### src/hdl/ping_pong_frame_buffer_control_defines.svh
// ----------------------------------------------------------------------------
// Ping-pong frame buffer control: assertion macros
// Shared concurrent assertion shorthands, clocked on clk with reset rst_n.
// ----------------------------------------------------------------------------
`ifndef PING_PONG_FRAME_BUFFER_CONTROL_DEFINES_SVH
`define PING_PONG_FRAME_BUFFER_CONTROL_DEFINES_SVH

// The consequent must hold in the same cycle as the antecedent.
`define PPFB_ASSERT_NOW(label, ante, cons, msg) \
    label: assert property (@(posedge clk) disable iff (!rst_n) (ante) |-> (cons)) \
        else $error(msg);

// The consequent must hold in the cycle after the antecedent.
`define PPFB_ASSERT_NEXT(label, ante, cons, msg) \
    label: assert property (@(posedge clk) disable iff (!rst_n) (ante) |=> (cons)) \
        else $error(msg);

`endif

### src/hdl/ppfb_pkg.sv
// ----------------------------------------------------------------------------
// Ping-pong frame buffer control package
// Event and status codes and the request and response record types.
// ----------------------------------------------------------------------------
package ppfb_pkg;

    // Event codes carried in the cmd field.
    localparam logic [2:0] CMD_START     = 3'd0;
    localparam logic [2:0] CMD_TICK      = 3'd1;
    localparam logic [2:0] CMD_CLAIM     = 3'd2;
    localparam logic [2:0] CMD_BUILD_END = 3'd3;
    localparam logic [2:0] CMD_XFER_DONE = 3'd4;
    localparam logic [2:0] CMD_XFER_ERR  = 3'd5;

    // Timer start outcomes carried in start_result.
    localparam logic [1:0] START_OK       = 2'd0;
    localparam logic [1:0] START_REJECTED = 2'd1;

    // Status codes of a response.
    localparam logic [1:0] ST_OK      = 2'd0;
    localparam logic [1:0] ST_BUSY    = 2'd1;
    localparam logic [1:0] ST_ERROR   = 2'd2;
    localparam logic [1:0] ST_IGNORED = 2'd3;

    // One event request.
    typedef struct packed {
        logic [2:0] cmd;
        logic [1:0] start_result;
        logic       build_ok;
        logic       send_ok;
    } req_t;

    // One response.
    typedef struct packed {
        logic [1:0] status;
        logic       active_buffer;
        logic       build_buffer;
        logic       send_started;
        logic       not_ready;
        logic       busy_flag;
        logic       ready_pending;
        logic       build_requested;
        logic       building;
        logic       running;
    } rsp_t;

endpackage

### src/hdl/ppfb_evt_if.sv
// ----------------------------------------------------------------------------
// Ping-pong frame buffer control: event channel
// Valid/ready channel that carries one event request per transfer.
// ----------------------------------------------------------------------------
interface ppfb_evt_if;
    logic       valid;
    logic       ready;
    logic [2:0] cmd;
    logic [1:0] start_result;
    logic       build_ok;
    logic       send_ok;

    modport source (output valid, output cmd, output start_result, output build_ok,
                    output send_ok, input ready);
    modport sink (input valid, input cmd, input start_result, input build_ok,
                  input send_ok, output ready);
endinterface

### src/hdl/ppfb_res_if.sv
// ----------------------------------------------------------------------------
// Ping-pong frame buffer control: response channel
// Valid/ready channel that carries one response per event.
// ----------------------------------------------------------------------------
interface ppfb_res_if;
    logic       valid;
    logic       ready;
    logic [1:0] status;
    logic       active_buffer;
    logic       build_buffer;
    logic       send_started;
    logic       not_ready;
    logic       busy_flag;
    logic       ready_pending;
    logic       build_requested;
    logic       building;
    logic       running;

    modport source (output valid, output status, output active_buffer,
                    output build_buffer, output send_started, output not_ready,
                    output busy_flag, output ready_pending, output build_requested,
                    output building, output running, input ready);
    modport sink (input valid, input status, input active_buffer,
                  input build_buffer, input send_started, input not_ready,
                  input busy_flag, input ready_pending, input build_requested,
                  input building, input running, output ready);
endinterface

### src/hdl/ppfb_state_core.sv
// ----------------------------------------------------------------------------
// Ping-pong frame buffer control: state core
// Holds the buffer indices and flags and works out one event's response.
// ----------------------------------------------------------------------------
`include "ping_pong_frame_buffer_control_defines.svh"

module ppfb_state_core
(
    input  logic          clk,
    input  logic          rst_n,
    input  logic          step,
    input  ppfb_pkg::req_t req,
    output ppfb_pkg::rsp_t rsp
);

    logic active_reg,   active_next;
    logic build_reg,    build_next;
    logic ready_idx_reg, ready_idx_next;
    logic request_reg,  request_next;
    logic building_reg, building_next;
    logic ready_reg,    ready_next;
    logic running_reg,  running_next;
    logic inflight_reg, inflight_next;
    logic [1:0] status;
    logic started;
    logic missed;

    // Next state and status for the event at the core's input.
    always_comb
    begin
        active_next    = active_reg;
        build_next     = build_reg;
        ready_idx_next = ready_idx_reg;
        request_next   = request_reg;
        building_next  = building_reg;
        ready_next     = ready_reg;
        running_next   = running_reg;
        inflight_next  = inflight_reg;
        status         = ppfb_pkg::ST_IGNORED;
        started        = 1'b0;
        missed         = 1'b0;
        case (req.cmd)
            ppfb_pkg::CMD_START:
            begin
                if (req.start_result == ppfb_pkg::START_REJECTED)
                begin
                    status = ppfb_pkg::ST_ERROR;
                end
                else if (running_reg)
                begin
                    status = ppfb_pkg::ST_BUSY;
                end
                else
                begin
                    active_next    = 1'b0;
                    build_next     = 1'b0;
                    ready_idx_next = 1'b1;
                    request_next   = 1'b0;
                    building_next  = 1'b0;
                    ready_next     = 1'b1;
                    inflight_next  = 1'b0;
                    if (req.start_result == ppfb_pkg::START_OK)
                    begin
                        running_next = 1'b1;
                        status       = ppfb_pkg::ST_OK;
                    end
                    else
                    begin
                        running_next = 1'b0;
                        status       = ppfb_pkg::ST_ERROR;
                    end
                end
            end
            ppfb_pkg::CMD_TICK:
            begin
                if (!running_reg)
                begin
                    status = ppfb_pkg::ST_IGNORED;
                end
                else if (inflight_reg)
                begin
                    status = ppfb_pkg::ST_BUSY;
                end
                else
                begin
                    // Swap in the finished buffer, or repeat the current one.
                    if (ready_reg)
                    begin
                        active_next = ready_idx_reg;
                        ready_next  = 1'b0;
                    end
                    else
                    begin
                        missed = 1'b1;
                    end
                    // Ask for the other buffer unless a build is already requested or open.
                    if (!request_reg && !building_reg)
                    begin
                        build_next   = ~active_next;
                        request_next = 1'b1;
                    end
                    if (req.send_ok)
                    begin
                        inflight_next = 1'b1;
                        started       = 1'b1;
                        status        = ppfb_pkg::ST_OK;
                    end
                    else
                    begin
                        status = ppfb_pkg::ST_ERROR;
                    end
                end
            end
            ppfb_pkg::CMD_CLAIM:
            begin
                if (running_reg && request_reg && !building_reg)
                begin
                    request_next  = 1'b0;
                    building_next = 1'b1;
                    status        = ppfb_pkg::ST_OK;
                end
            end
            ppfb_pkg::CMD_BUILD_END:
            begin
                if (building_reg)
                begin
                    building_next = 1'b0;
                    if (req.build_ok)
                    begin
                        ready_idx_next = build_reg;
                        ready_next     = 1'b1;
                        status         = ppfb_pkg::ST_OK;
                    end
                    else
                    begin
                        request_next = 1'b1;
                        status       = ppfb_pkg::ST_ERROR;
                    end
                end
            end
            ppfb_pkg::CMD_XFER_DONE, ppfb_pkg::CMD_XFER_ERR:
            begin
                if (inflight_reg)
                begin
                    inflight_next = 1'b0;
                    status = (req.cmd == ppfb_pkg::CMD_XFER_DONE) ? ppfb_pkg::ST_OK
                                                                   : ppfb_pkg::ST_ERROR;
                end
            end
            default:
            begin
                status = ppfb_pkg::ST_IGNORED;
            end
        endcase
    end

    // Response reflects the state after the event.
    always_comb
    begin
        rsp.status          = status;
        rsp.active_buffer   = active_next;
        rsp.build_buffer    = build_next;
        rsp.send_started    = started;
        rsp.not_ready       = missed;
        rsp.busy_flag       = inflight_next;
        rsp.ready_pending   = ready_next;
        rsp.build_requested = request_next;
        rsp.building        = building_next;
        rsp.running         = running_next;
    end

    // State update, once per event taken.
    always_ff @(posedge clk or negedge rst_n)
    begin
        if (!rst_n)
        begin
            active_reg    <= 1'b0;
            build_reg     <= 1'b0;
            ready_idx_reg <= 1'b1;
            request_reg   <= 1'b0;
            building_reg  <= 1'b0;
            ready_reg     <= 1'b0;
            running_reg   <= 1'b0;
            inflight_reg  <= 1'b0;
        end
        else if (step)
        begin
            active_reg    <= active_next;
            build_reg     <= build_next;
            ready_idx_reg <= ready_idx_next;
            request_reg   <= request_next;
            building_reg  <= building_next;
            ready_reg     <= ready_next;
            running_reg   <= running_next;
            inflight_reg  <= inflight_next;
        end
    end

    // A build request and a build in progress never coexist.
    `PPFB_ASSERT_NOW(a_req_bld_excl, 1'b1, !(request_reg && building_reg),
        "build requested and building at once")
    // Open requests, builds and transfers exist only while running.
    `PPFB_ASSERT_NOW(a_flags_need_run, request_reg || building_reg || inflight_reg,
        running_reg, "activity flag set while not running")
    // A successful claim leaves the producer building.
    `PPFB_ASSERT_NEXT(a_claim_builds,
        step && req.cmd == ppfb_pkg::CMD_CLAIM && status == ppfb_pkg::ST_OK,
        building_reg && !request_reg, "claim did not start a build")
    // A launched transfer is in flight afterwards.
    `PPFB_ASSERT_NEXT(a_launch_busy, step && started, inflight_reg,
        "launched transfer not marked in flight")

endmodule

### src/hdl/ping_pong_frame_buffer_control.sv
// ----------------------------------------------------------------------------
// Ping-pong frame buffer control
// Request/response controller for two frame buffers shared by a producer
// and a periodic sender.
// ----------------------------------------------------------------------------
// Usage:
// Events (start, period tick, claim build, build done, transfer complete,
// transfer error) arrive as requests on the evt channel; each request gives
// exactly one response on the res channel with a status, the active and
// build buffer indices and the controller flags after that event.
// A request is registered on entry and its response is registered on exit.
// One request is taken every cycle unless the receiver stalls; the state flops
// update in one pass of short logic between the entry and exit registers.
// When the receiver stalls, the response is held and the entry register
// holds one more request; after that evt.ready falls until res.ready rises.
// Reset clears both registers and returns the controller to idle: buffer A
// active and the build target, buffer B marked as the ready slot, all flags
// clear.
// ----------------------------------------------------------------------------
module ping_pong_frame_buffer_control
(
    input logic       clk,
    input logic       rst_n,
    ppfb_evt_if.sink  evt,
    ppfb_res_if.source res
);

    logic            in_vld_reg;
    ppfb_pkg::req_t  in_req_reg;
    logic            out_vld_reg;
    ppfb_pkg::rsp_t  out_rsp_reg;
    ppfb_pkg::rsp_t  core_rsp;
    logic            advance;
    logic            step;

    // Stage control: the exit register frees up or is empty.
    assign advance   = !out_vld_reg || res.ready;
    assign step      = in_vld_reg && advance;
    assign evt.ready = !in_vld_reg || advance;

    // Entry register.
    always_ff @(posedge clk or negedge rst_n)
    begin
        if (!rst_n)
        begin
            in_vld_reg <= 1'b0;
        end
        else if (evt.ready)
        begin
            in_vld_reg <= evt.valid;
        end
    end

    always_ff @(posedge clk)
    begin
        if (evt.ready && evt.valid)
        begin
            in_req_reg.cmd          <= evt.cmd;
            in_req_reg.start_result <= evt.start_result;
            in_req_reg.build_ok     <= evt.build_ok;
            in_req_reg.send_ok      <= evt.send_ok;
        end
    end

    ppfb_state_core u_core
    (
        .clk   (clk),
        .rst_n (rst_n),
        .step  (step),
        .req   (in_req_reg),
        .rsp   (core_rsp)
    );

    // Exit register.
    always_ff @(posedge clk or negedge rst_n)
    begin
        if (!rst_n)
        begin
            out_vld_reg <= 1'b0;
        end
        else if (advance)
        begin
            out_vld_reg <= in_vld_reg;
        end
    end

    always_ff @(posedge clk)
    begin
        if (step)
        begin
            out_rsp_reg <= core_rsp;
        end
    end

    assign res.valid           = out_vld_reg;
    assign res.status          = out_rsp_reg.status;
    assign res.active_buffer   = out_rsp_reg.active_buffer;
    assign res.build_buffer    = out_rsp_reg.build_buffer;
    assign res.send_started    = out_rsp_reg.send_started;
    assign res.not_ready       = out_rsp_reg.not_ready;
    assign res.busy_flag       = out_rsp_reg.busy_flag;
    assign res.ready_pending   = out_rsp_reg.ready_pending;
    assign res.build_requested = out_rsp_reg.build_requested;
    assign res.building        = out_rsp_reg.building;
    assign res.running         = out_rsp_reg.running;

endmodule
### src/flat_wrapper.sv
// flat-port wrapper written by rule: the top's interface ports become plain ports
module ping_pong_frame_buffer_control_flat 
  (clk, rst_n, evt_valid, evt_cmd, evt_start_result, evt_build_ok, evt_send_ok, evt_ready, res_valid, res_status, res_active_buffer, res_build_buffer, res_send_started, res_not_ready, res_busy_flag, res_ready_pending, res_build_requested, res_building, res_running, res_ready);
  ppfb_evt_if evt_i ();
  ppfb_res_if res_i ();
  input logic clk;
  input logic rst_n;
  input wire logic [$bits(evt_i.valid)-1:0] evt_valid;
  input wire logic [$bits(evt_i.cmd)-1:0] evt_cmd;
  input wire logic [$bits(evt_i.start_result)-1:0] evt_start_result;
  input wire logic [$bits(evt_i.build_ok)-1:0] evt_build_ok;
  input wire logic [$bits(evt_i.send_ok)-1:0] evt_send_ok;
  output wire logic [$bits(evt_i.ready)-1:0] evt_ready;
  output wire logic [$bits(res_i.valid)-1:0] res_valid;
  output wire logic [$bits(res_i.status)-1:0] res_status;
  output wire logic [$bits(res_i.active_buffer)-1:0] res_active_buffer;
  output wire logic [$bits(res_i.build_buffer)-1:0] res_build_buffer;
  output wire logic [$bits(res_i.send_started)-1:0] res_send_started;
  output wire logic [$bits(res_i.not_ready)-1:0] res_not_ready;
  output wire logic [$bits(res_i.busy_flag)-1:0] res_busy_flag;
  output wire logic [$bits(res_i.ready_pending)-1:0] res_ready_pending;
  output wire logic [$bits(res_i.build_requested)-1:0] res_build_requested;
  output wire logic [$bits(res_i.building)-1:0] res_building;
  output wire logic [$bits(res_i.running)-1:0] res_running;
  input wire logic [$bits(res_i.ready)-1:0] res_ready;
  assign evt_i.valid = evt_valid;
  assign evt_i.cmd = evt_cmd;
  assign evt_i.start_result = evt_start_result;
  assign evt_i.build_ok = evt_build_ok;
  assign evt_i.send_ok = evt_send_ok;
  assign evt_ready = evt_i.ready;
  assign res_valid = res_i.valid;
  assign res_status = res_i.status;
  assign res_active_buffer = res_i.active_buffer;
  assign res_build_buffer = res_i.build_buffer;
  assign res_send_started = res_i.send_started;
  assign res_not_ready = res_i.not_ready;
  assign res_busy_flag = res_i.busy_flag;
  assign res_ready_pending = res_i.ready_pending;
  assign res_build_requested = res_i.build_requested;
  assign res_building = res_i.building;
  assign res_running = res_i.running;
  assign res_i.ready = res_ready;
  ping_pong_frame_buffer_control u_core (.clk(clk), .rst_n(rst_n), .evt(evt_i), .res(res_i));
endmodule
### config.mk
export PLATFORM = sky130hd
export DESIGN_NAME = ping_pong_frame_buffer_control_flat
export DESIGN_NICKNAME = d
export VERILOG_FILES = /design/src/hdl/ppfb_pkg.sv /design/src/hdl/ppfb_evt_if.sv /design/src/hdl/ppfb_res_if.sv /design/src/hdl/ppfb_state_core.sv /design/src/hdl/ping_pong_frame_buffer_control.sv /design/src/flat_wrapper.sv
export VERILOG_INCLUDE_DIRS = /design/src /design/src/hdl
export SDC_FILE = /design/constraint.sdc
export NUM_CORES = 1
export LEC_CHECK = 0
export ABC_CLOCK_PERIOD_IN_PS = 2210
export BUFFER_PORTS_ARGS = -buffer_cell sky130_fd_sc_hd__buf_2
export CELL_PAD_IN_SITES_DETAIL_PLACEMENT = 1
export CELL_PAD_IN_SITES_GLOBAL_PLACEMENT = 1
export CORE_UTILIZATION = 45
export CTS_BUF_LIST = sky130_fd_sc_hd__clkbuf_8
export DETAILED_ROUTE_END_ITERATION = 10
export GPL_ROUTABILITY_DRIVEN = 1
export GPL_TIMING_DRIVEN = 0
export PLACE_DENSITY = 0.78
export SLEW_MARGIN = 10
export SYNTH_ARGS = -nofsm -noshare
export SYNTH_HDL_FRONTEND = slang
export SYNTH_SLANG_ARGS = --single-unit
### constraint.sdc
create_clock -name clk -period 2.21 [get_ports clk]
set_input_delay 0.221 -clock clk [delete_from_list [all_inputs] [get_ports clk]]
set_output_delay 0.221 -clock clk [all_outputs]
set_load 0.02 [all_outputs]
-- Word-level counts from Yosys, hierarchy flattened
Index checks and enable logic that the tools add are counted.
- bits in registers: 28
- input bits: 11
- output and inout bits: 13
- equal/unequal tests: 10
- muxes and demuxes: 63
- bitwise operators: 3
- reduce and logical (&&, ||, !) cells: 17
- operators by type and width (operator ; number):
    $mux W1 ; 44
    $mux W2 ; 11
    $pmux W2 S5 ; 1
    $pmux W1 S3 ; 3
    $eq A3 B2 Y1 const B ; 2
    $eq A3 B3 Y1 const B ; 2
    $ne A2 B2 Y1 const B ; 3
    $pmux W1 S2 ; 3
    $reduce_and A6 Y1 ; 1
    $logic_and A1 B1 Y1 ; 5
    $logic_not A1 Y1 ; 4
    $pmux W1 S4 ; 1
    $eq A3 B1 Y1 const B ; 1
    $logic_not A3 Y1 ; 1
    $not A1 Y1 ; 3
    $reduce_or A3 Y1 ; 1
    $eq A2 B1 Y1 const B ; 1
    $logic_not A2 Y1 ; 1
    $logic_or A1 B1 Y1 ; 2
    $ne A2 B1 Y1 const B ; 1
    $reduce_bool A2 Y1 ; 1
    $reduce_or A2 Y1 ; 1

-- Depth between registers and ports, before layout
- depth in word-level cells: 9
- mapped depth: 5
- mapped depth without buffers: 5

-- By module
A second synthesis with hierarchy kept.
- cells, all modules: 132
- area, all modules: 1475.2 um^2
- modules (own cells, without submodules) (module ; times used ; cells each ; area an instance (um^2) ; seq. area each (um^2)):
    ppfb_state_core ; 1 ; 106 ; 830.8 ; 201.4
    ping_pong_frame_buffer_control ; 1 ; 26 ; 644.4 ; 590.6

-- Worst setup path after synthesis
Ideal clock, no wire load.
- kind: register -> register
- start: reg u_core.in_req_reg[4] (netlist bit)
- end: reg u_core.u_core.ready_idx_reg
- library setup time: 0.082 ns
- arrival time: 1.647 ns
- data required time: 2.128 ns
- setup slack: 0.481 ns
- stages on the path, launching flop included: 4
- path buffers: 0
- clock period less this slack: 1.729 ns
- cell sequence: edfxtp_1 or4_4 a2111oi_4 mux2_4
- longest elaborated chain between the ends: 3
- elaborated cells on any way between the ends: 9
- RTL lines (item ; RTL line ; RTL):
    from (decl) ; ping_pong_frame_buffer_control.sv:29 ; ppfb_pkg::req_t in_req_reg;
    $eq A3 B2 Y1 or $logic_not A3 Y1 (tied branches) ; ppfb_state_core.sv:42 ; case (req.cmd)
    $ne A2 B1 Y1 (no line), or another cell as far along ; -- ;
    $reduce_and A6 Y1 (no line) ; -- ;
    to (signal assigned) ; ppfb_state_core.sv:190 ; ready_idx_reg <= ready_idx_next;
    to (decl) ; ppfb_state_core.sv:18 ; logic ready_idx_reg, ready_idx_next;
Several ways; a longest one is shown, not always the timed one.
A chain may end at the register's enable or synchronous reset.

-- Worst setup path after layout
- start: reg u_core.in_req_reg[5] (netlist bit)
- end: reg u_core.u_core.build_reg
- longest elaborated chain between the ends: 2
- elaborated cells on any way between the ends: 3
- RTL lines (item ; RTL line ; RTL):
    $eq A3 B1 Y1 or $logic_not A3 Y1 (tied branches) ; ppfb_state_core.sv:42 ;
    $pmux W1 S2 * ; ppfb_state_core.sv:42 ;
    to (signal assigned) ; ppfb_state_core.sv:189 ; build_reg <= build_next;
    to (decl) ; ppfb_state_core.sv:17 ; logic build_reg, build_next;
Mark *: on every way between the ends. The rest lies on a longest branch, timed or not.

==> impl_metrics.env <==
export IMPL_cts_buffer_depth=2
export IMPL_setup_viol=0
export IMPL_yosysMostFrequentCell="edfxtp_1"
export IMPL_status="finished, violations left"
export IMPL_fillers=303
export IMPL_internal_power_mw=0.967
export IMPL_clk_latency_ps=270
export IMPL_place_hpwl_mm=2.13
export IMPL_cp_top_family="simple AND/OR/NAND/NOR gates"
export IMPL_switching_share_pct=29.6
export IMPL_irDropWorstVdd_uv=431
export IMPL_syn_area_um2=1360
export IMPL_post_cts_buffers=0
export IMPL_initial_core_util_pct=48.4
export IMPL_vias_per_cell=6.00
export IMPL_min_path_type="in -> reg"
export IMPL_crit_chain="buf_6 -> nor3b_1 -> nand2_1 -> nor4b_1 -> a22o_1"
export IMPL_drt_iter0_markers=30
export IMPL_synthFlopType="edfxtp_1"
export IMPL_core_area_um2=2810
export IMPL_fmax_mhz=495
export IMPL_finClkSkew_ps=6.24
export IMPL_cts_hold_buf=1
export IMPL_pwr_share_clk_pct=22.7
export IMPL_die_w_um=57.0
export IMPL_die_h_um=57.0
export IMPL_synth_top_cells_by_count="18 x edfxtp_1, 9 x dfrtp_1, 8 x nor2_1"
export IMPL_synth_edff_count=18
export IMPL_p_switching_mw=0.407
export IMPL_r2r_start="u_core.in_req_reg[5]"
export IMPL_yosysUniqueCellTypes=46
export IMPL_clock_sinks=28
export IMPL_synth_top_area_share_pct=39.8
export IMPL_antenna_cells=0
export IMPL_nNetsFinal=153
export IMPL_rows=19
export IMPL_synthArstFlopShare_pct=35.7
export IMPL_ys_top_cells_by_area="edfxtp_1 40%, dfrtp_1 17%, o21ai_0 2.2%"
export IMPL_htree_levels=1
export IMPL_drc=4
export IMPL_holdPathEnd="u_core.in_req_reg[2]"
export IMPL_avgRoutedWirePerCell_um=17.4
export IMPL_crit_fanout=10
export IMPL_largest_register_ff_count=7
export IMPL_gp_congestion=0.882
export IMPL_relSlewSlack_pct=59.2
export IMPL_cap_violations=0
export IMPL_worst_setup_path_end_kind="register"
export IMPL_cts_root_buffer="clkbuf_8"
export IMPL_grt_pass1_wl_mm=5.00
export IMPL_path_class="reg -> reg"
export IMPL_port_buffers=23
export IMPL_cts_tree="built"
export IMPL_antenna_left=0
export IMPL_combPwrFrac_pct=22.7
export IMPL_drt_wl_total_mm=3.00
export IMPL_crit_buf_inv=1
export IMPL_final_max_slew_viol_count=0
export IMPL_drt_first_pass_iters=7
export IMPL_regArea_um2=792
export IMPL_dieArea_um2=3240
export IMPL_grtUsageTotal_pct=20.7
export IMPL_drive_above_1_share_pct=25.5
export IMPL_synth_seq_cells=28
export IMPL_worstMarginPinSlew_ps=608
export IMPL_reg2reg_slack_ps=190
export IMPL_worst_ep_required_time_ps=2420
export IMPL_layout_area_overhead_vs_synth_pct=16.1
export IMPL_power_density_nw_per_um2=871
export IMPL_synth_nets=124
export IMPL_min_from="evt_start_result[0]"
export IMPL_min_path_cells=1
export IMPL_max_stage_delay_ps=440
export IMPL_path_clk_slew_ps=90
export IMPL_yosys_area_top_type="edfxtp_1"
export IMPL_pwr_share_seq_pct=54.6
export IMPL_grt_pass1_vias=1029
export IMPL_leakagePower_nw=0.613
export IMPL_dr_total_vias=1032
export IMPL_fin_crit_sh_pct=91.5
export IMPL_multi_input_area_um2=522
export IMPL_rsz0062_at_grt="no"
export IMPL_r2r_end="u_core.u_core.build_reg"
export IMPL_period_needed_ps=2020
export IMPL_antenna_found_initial=0
export IMPL_fin_util_pct=56.2
export IMPL_crit_path_start_kind="register"
export IMPL_final_setup_tns_ps=0
export IMPL_yosysSeqAreaShare_pct=58.3
export IMPL_cp_slowest_cell="edfxtp_1"
export IMPL_violations="DRC"
export IMPL_synth_avg_cell_area_um2=12.0
export IMPL_cts_resized=0
export IMPL_r2r_cells=5
export IMPL_arrival_ps=2230
export IMPL_dpl_cell_count=167
export IMPL_grt_overflow_total=0
export IMPL_numCtsBuffers=3
export IMPL_stdcell_count=172
export IMPL_grt_start_max_net_pins=19
export IMPL_syn_inst=113
export IMPL_io_pins=24
export IMPL_hold_violations=0
export IMPL_ys_warn_count=0
-- worst register-to-register path: cells and delay by family, from the launching register on --
kind            cells  cell delay, ps
flops               1             440
compound gates      1             220
simple gates        3            1130
buf+inv             1             170
-- cells in the final DEF, fill, tap and decap left out, drive strengths merged, types with 2 or more instances in the layout --
cell,Yosys,layout
clkbuf,2,6
a21oi,5,5
nor2,8,8
inv,3,3
nor3,2,2
nor2b,3,3
or3,3,3
a22o,2,2
nand3b,2,2
buf,2,25
nand3,4,4
o21ai,6,6
and2,2,2
nor3b,3,3
nand2,6,6
nand2b,3,3
edfxtp,18,18
o22a,2,2
dfrtp,9,9
o2bb2ai,2,2
-- cell families (layout without fill, tap and decap cells) --
family | count (synthesis) | count (layout) | synth area share [%]
AND/OR/NAND/NOR | 44 | 44 | 18.6
flip-flops | 28 | 28 | 58.3
multiplexers | 2 | 2 | 1.84
AO/OA/AOI/OAI | 31 | 31 | 18.0
buffers and inverters | 8 | 36 | 3.31
-- stage by stage --
stage | instance area (um2) | hold slack [ps] | worst slack (ps) | power, mW
2_1_floorplan | 1360 | -74.6 | 481 | 0.966
3_3_place_gp | 1510 | 106 | 289 | 1.05
3_5_place_dp | 1510 | 114 | 217 | 1.07
4_1_cts | 1580 | 117 | 185 | 1.38
5_1_grt | 1580 | 107 | 53.5 | 1.44
6_report | 1580 | 119 | 189 | 1.37
-- routing by layer --
| metal | wire (um) | track usage, % |
|---|---|---|
| met5 | 0 | 0 |
| met4 | 28 | 6.97 |
| met3 | 112 | 3.40 |
| met2 | 1520 | 34.8 |
| met1 | 1340 | 27.4 |
-- worst max-delay path by stage --
stage                                    start                     endpoint  cells past startpoint
final                     u_core.in_req_reg[5]      u_core.u_core.build_reg                      5
after global routing      u_core.in_req_reg[5]      u_core.u_core.build_reg                      5
after CTS                 u_core.in_req_reg[5]      u_core.u_core.build_reg                      5
after detailed placement  u_core.in_req_reg[5]      u_core.u_core.build_reg                      5
after global placement    u_core.in_req_reg[5]      u_core.u_core.build_reg                      5
after floorplan           u_core.in_req_reg[4]  u_core.u_core.ready_idx_reg                      3
-- power groups by stage --
stage	Sequential [mW]	Clock, mW	Combinational, mW
floorplan	0.777	0	0.189
global placement	0.756	0	0.298
detailed placement	0.760	0	0.309
CTS	0.750	0.319	0.314
global route	0.763	0.336	0.345
finish	0.750	0.311	0.313
-- area by class of cell --
class / count / area share, %
multi-input cells: 77 / 33.1
plain buffers: 4 / 1.90
inverters: 4 / 0.952
well taps: 31 / 2.46
repair buffers: 24 / 7.93
clock buffers: 4 / 3.49
flip-flops and latches: 28 / 50.2
Power figures use the tool's default switching activity.
